<file path="config.mk">
export PLATFORM = sky130hd
export DESIGN_NAME = stm_ctrl
export DESIGN_NICKNAME = d
export VERILOG_FILES = /design/src/rtl/stm_pkg.sv /design/src/rtl/stm_ctrl.sv
export SDC_FILE = /design/constraint.sdc
export NUM_CORES = 1
export LEC_CHECK = 0
export BUFFER_PORTS_ARGS = -buffer_cell sky130_fd_sc_hd__buf_2
export CAP_MARGIN = 20
export CORE_AREA = 2 2 39 41
export DETAILED_ROUTE_END_ITERATION = 10
export DIE_AREA = 0 0 41 43
export PLACE_DENSITY = 0.37
export SLEW_MARGIN = 10
export SYNTH_ARGS = -nofsm -noshare
export SYNTH_HDL_FRONTEND = slang
export SYNTH_SLANG_ARGS = --single-unit
</file>
<file path="constraint.sdc">
create_clock -name i_clk -period 1.1 [get_ports i_clk]
set_clock_uncertainty 0.15 [all_clocks]
set_input_delay 0.22 -clock i_clk [delete_from_list [all_inputs] [get_ports i_clk]]
set_output_delay 0.22 -clock i_clk [all_outputs]
set_load 0.01 [all_outputs]
</file>
<file path="src/rtl/stm_pkg.sv">
// Shared types and constants for the scrolling text marquee.
package stm_pkg;

    // Fixed widths of the item fields and of the font store.
    localparam int BYTE_W         = 8;
    localparam int MODE_W         = 2;
    localparam int CODE_W         = 8;
    localparam int SLOT_W         = 3;
    localparam int FONT_AW        = CODE_W + SLOT_W;
    localparam int FONT_DEPTH     = 1 << FONT_AW;
    localparam int GLYPH_W        = 3;
    localparam int COLUMN_INDEX_W = 6;
    localparam int OFFSET_W       = 11;
    localparam int OFFSET_MAX     = (1 << OFFSET_W) - 1;
    localparam int GLYPH_RESERVE  = 8;

    // Item operation codes.
    typedef enum logic [MODE_W-1:0] {
        MODE_FONT_WR = 2'd0,
        MODE_APPEND  = 2'd1,
        MODE_CLEAR   = 2'd2,
        MODE_SCROLL  = 2'd3
    } t_mode;

    // Source of the font read address.
    typedef enum logic [1:0] {
        FSEL_BASE,
        FSEL_FIRST,
        FSEL_NEXT
    } t_font_sel;

    // Commands from the controller to the datapath.
    typedef struct packed {
        logic      font_wr;
        logic      append_start;
        logic      width_load;
        logic      copy_step;
        logic      scroll_start;
        logic      issue;
        logic      clear;
        t_font_sel font_sel;
    } t_cmd;

    // Status from the datapath to the controller.
    typedef struct packed {
        logic append_full;
        logic copy_last;
        logic issue_last;
        logic adv;
    } t_status;

endpackage

</file>
<file path="src/rtl/stm_ctrl.sv">
// Controller state machine that sequences font writes, clears, appends and frames.
module stm_ctrl (
    input  logic                       i_clk,
    input  logic                       i_rst_n,
    input  logic                       i_valid,
    output logic                       o_ready,
    input  logic [stm_pkg::MODE_W-1:0] i_mode,
    input  stm_pkg::t_status           i_status,
    output stm_pkg::t_cmd              o_cmd
);
    import stm_pkg::*;

    typedef enum logic [1:0] {
        S_IDLE,
        S_WIDTH,
        S_COPY,
        S_SCROLL
    } t_state;

    t_state r_state;
    t_state n_state;
    t_cmd   cmd;

    // Next state and commands for the current state.
    always_comb begin
        cmd          = '0;
        cmd.font_sel = FSEL_BASE;
        n_state      = r_state;
        case (r_state)
            S_IDLE: begin
                if (i_valid) begin
                    case (t_mode'(i_mode))
                        MODE_FONT_WR: begin
                            cmd.font_wr = 1'b1;
                        end
                        MODE_APPEND: begin
                            if (!i_status.append_full) begin
                                cmd.append_start = 1'b1;
                                n_state          = S_WIDTH;
                            end
                        end
                        MODE_CLEAR: begin
                            cmd.clear = 1'b1;
                        end
                        MODE_SCROLL: begin
                            cmd.scroll_start = 1'b1;
                            n_state          = S_SCROLL;
                        end
                        default: begin
                            n_state = S_IDLE;
                        end
                    endcase
                end
            end
            S_WIDTH: begin
                cmd.font_sel   = FSEL_FIRST;
                cmd.width_load = 1'b1;
                n_state        = S_COPY;
            end
            S_COPY: begin
                cmd.font_sel  = FSEL_NEXT;
                cmd.copy_step = 1'b1;
                if (i_status.copy_last) begin
                    n_state = S_IDLE;
                end
            end
            S_SCROLL: begin
                cmd.issue = i_status.adv;
                if (i_status.adv && i_status.issue_last) begin
                    n_state = S_IDLE;
                end
            end
            default: begin
                n_state = S_IDLE;
            end
        endcase
    end

    // State register.
    always_ff @(posedge i_clk) begin
        if (!i_rst_n) begin
            r_state <= S_IDLE;
        end else begin
            r_state <= n_state;
        end
    end

    assign o_ready = (r_state == S_IDLE);
    assign o_cmd   = cmd;

endmodule

</file>
==> key figures <==
Run status
  • Status: complete, but fails checks
  • Failing checks: setup timing

Logic synthesis
  • Main combinational cell family by area after synthesis: simple AND/OR/NAND/NOR gates
  • Syn Area/Cell: 7.757 um2
  • Synth Area in XOR/XNOR: 0
  • Synth Area in Compound Gates: 0.1548
  • Synth Area in Simple Gates: 0.5032
  • Post-Syn Nets: 34
  • Mux contribution to synthesized area: 0
  • Register bit total from synthesis: 2
  • Synth warn: 0
  • Top post-synthesis cells by area: dfxtp_1 (21%), a221oi_2 (7.7%), buf_4 (7.7%)
  • Cells after synthesis: 25
  • Sequential share of the synthesized area: 0.2065
  • Yosys top cell by area: dfxtp_1
  • Mapped Area: just under 200 um2
  • Post-synth top area share: 0.2065
  • Netlist cell types: 17
  • Synth Area in Adders: 0

Drt
  • WL per Instance: 8.449 um
  • ANT nets after route: 0
  • Initial drt markers: 3
  • DR vias/cell: 3.928
  • Residual DRC: 0
  • Via Count: 271
  • Final WL: 583 um
  • DR pass1 iterations: 2

Critical path
  • CP startpoint: r_state[1]
  • Critical Path RT: 730 ps
  • Critical path launch point type: register
  • R2R Path Start: r_state[1]
  • Cells on worst reg2reg path: 4
  • Worst EP arrival: approximately 1100 ps
  • Max FO, Critical Path: 3
  • Crit end category: primary output
  • Critical path class: register to primary output

Final layout
  • Largest register FFs: 2
  • Share of cells above drive strength 1: 0.8113
  • P&R area growth vs syn: 146.5%
  • Cell Count, Final, Fillers Out: a little under 70
  • Commonest non-fill, non-tap cell in the layout: buf_2
  • Most flop-heavy register: r_state
  • Largest registers: r_state x2
  • Highest-count cells in the layout ignoring fill and taps: buf_2 (12), buf_6 (9), buf_4 (4)
  • ANT cells: 0
  • Final #Nets: 63

CTS
  • Post-cts hold buffer count: 0
  • Clk_lat worst skew: 230 ps
  • CTS tree: done
  • Clk sinks: 2
  • CTS root buf: clkbuf_4
  • Clk buf depth: 2
  • Clk pin slew, worst setup/hold paths: 30 ps
  • CTS Buf Count: 3
  • H-tree levels: 1

Floorplan
  • Io pins: 19
  • Die H: 43 um
  • Die Wd: 41 um
  • CORE AREA: between 1000 and 1500 um2
  • Initial cell density of the core: 0.1401
  • Row count: 14
  • Die area: 1763 um2

Timing
  • Fin. Hold Viols: 0
  • Fmax: 0.7041 GHz
  • Final Critical Period: 1420 ps
  • Fin crit share: 1.291
  • Hold slack: ~96 ps
  • Count of final setup violators: 10
  • Setup WS post-layout: -320.3 ps
  • Relative slew slack: 0.8584
  • Worst-margin pin slew: 210.1 ps
  • RSZ-0062 raised after global routing: yes
  • Slew Limit Fails: 0

GRT
  • Gr usage total: 0.07823
  • Largest net degree at the start of global routing: 6
  • Vias in the first global route: 228
  • Global-route wire length before repair: roughly 880 um
  • GR Overflow Total: 0
  • Antenna violations before repair: 0

Placed design
  • Cells after DPL: 62
  • Routability Congestion: 0.7057
  • Number of port buffers: 18
  • Post-DP HPWL: roughly 500 um
  • Worst slack, placed: -109.0 ps

Power and ir drop
  • VDD IR-drop max: 386.1 uV
  • Leakage power: 0.2371 nW
  • Total power: roughly 0.43 mW
  • Power per standard cell area: 906.0 nW/um2

Worst hold path
  • Worst hold path depth: 3
  • Worst min-delay path category: primary input to register
  • Hold wc startpoint: i_rst_n

Job
  • Max-cap violation count: 0
==> cell usage after synthesis <==
| cell type | number |
|---|---|
| nand4_1 | 1 |
| nor3_2 | 1 |
| and3_1 | 1 |
| and2b_1 | 1 |
| nand2_1 | 2 |
| dfxtp_1 | 2 |
| o21ai_0 | 1 |
| nand3_1 | 2 |
| nor3b_2 | 1 |
| o21ai_1 | 2 |
| nor2b_1 | 1 |
| a221oi_2 | 1 |
| nor3_1 | 2 |
| buf_4 | 2 |
| nand3_2 | 1 |
| nor2_4 | 1 |
| inv_1 | 3 |
==> what timing repair did <==
item,in CTS,in global routing
resized for setup,4,10
endpoints found under the setup margin,10,11
pin swaps,4,4
cloned,0,0
buffers inserted,3,2
==> layout make-up <==
cell class | count | area, um2
fill | 147 | 905.9
timing repair buffer | 26 | 211.5
multi-input combinational | 18 | 163.9
sequential | 2 | 45.04
clock buffer | 4 | 26.28
tap | 16 | 20.02
inverter | 3 | 11.26
==> cells by family (layout without fill, tap and decap cells) <==
logic type | after synthesis | after routing
buffers and inverters | 5 | 33
and+or+nand+nor | 14 | 14
AOI/OAI and AO/OA | 4 | 4
DFF | 2 | 2
==> metrics by stage <==
stage,utilization,setup TNS (ps),area (um2)
final,0.3454,-2808,478.0
after global routing,0.3454,-3236,478.0
after CTS,0.3119,-3065,431.7
after detailed placement,0.2613,-475.9,361.6
after global placement,0.2613,-502.5,361.6
after floorplan,-,-243.7,220.2
==> critical path, stage by stage (launching register included) <==
cell and delay (ps):
dfxtp_2 330, nor2_4 140, nand3_2 110, nor3_4 110, buf_2 140
==> per-layer routing <==
metal  vias to the layer above  wire length, um  track usage
met3                         0               76      0.02094
met5                         -                0            0
met1                       109              260      0.08974
met4                         0                0      0.08000
li1                        142                -            -
met2                        20              245       0.1063
==> path summary, 6_finish.rpt <==
path | slack, ps | end
hold reg to reg | 500 | r_state[0]
setup / recovery | -320 | o_cmd[7]
setup reg to reg | 10 | r_state[1]
hold / removal | 100 | r_state[1]
==> power breakdown <==
group	switching, mW	internal (mW)
clock network	0.0444	0.135
logic	0.0732	0.0974
registers	0.00583	0.0774
Note: power is estimated with default switching activity, not from simulation.
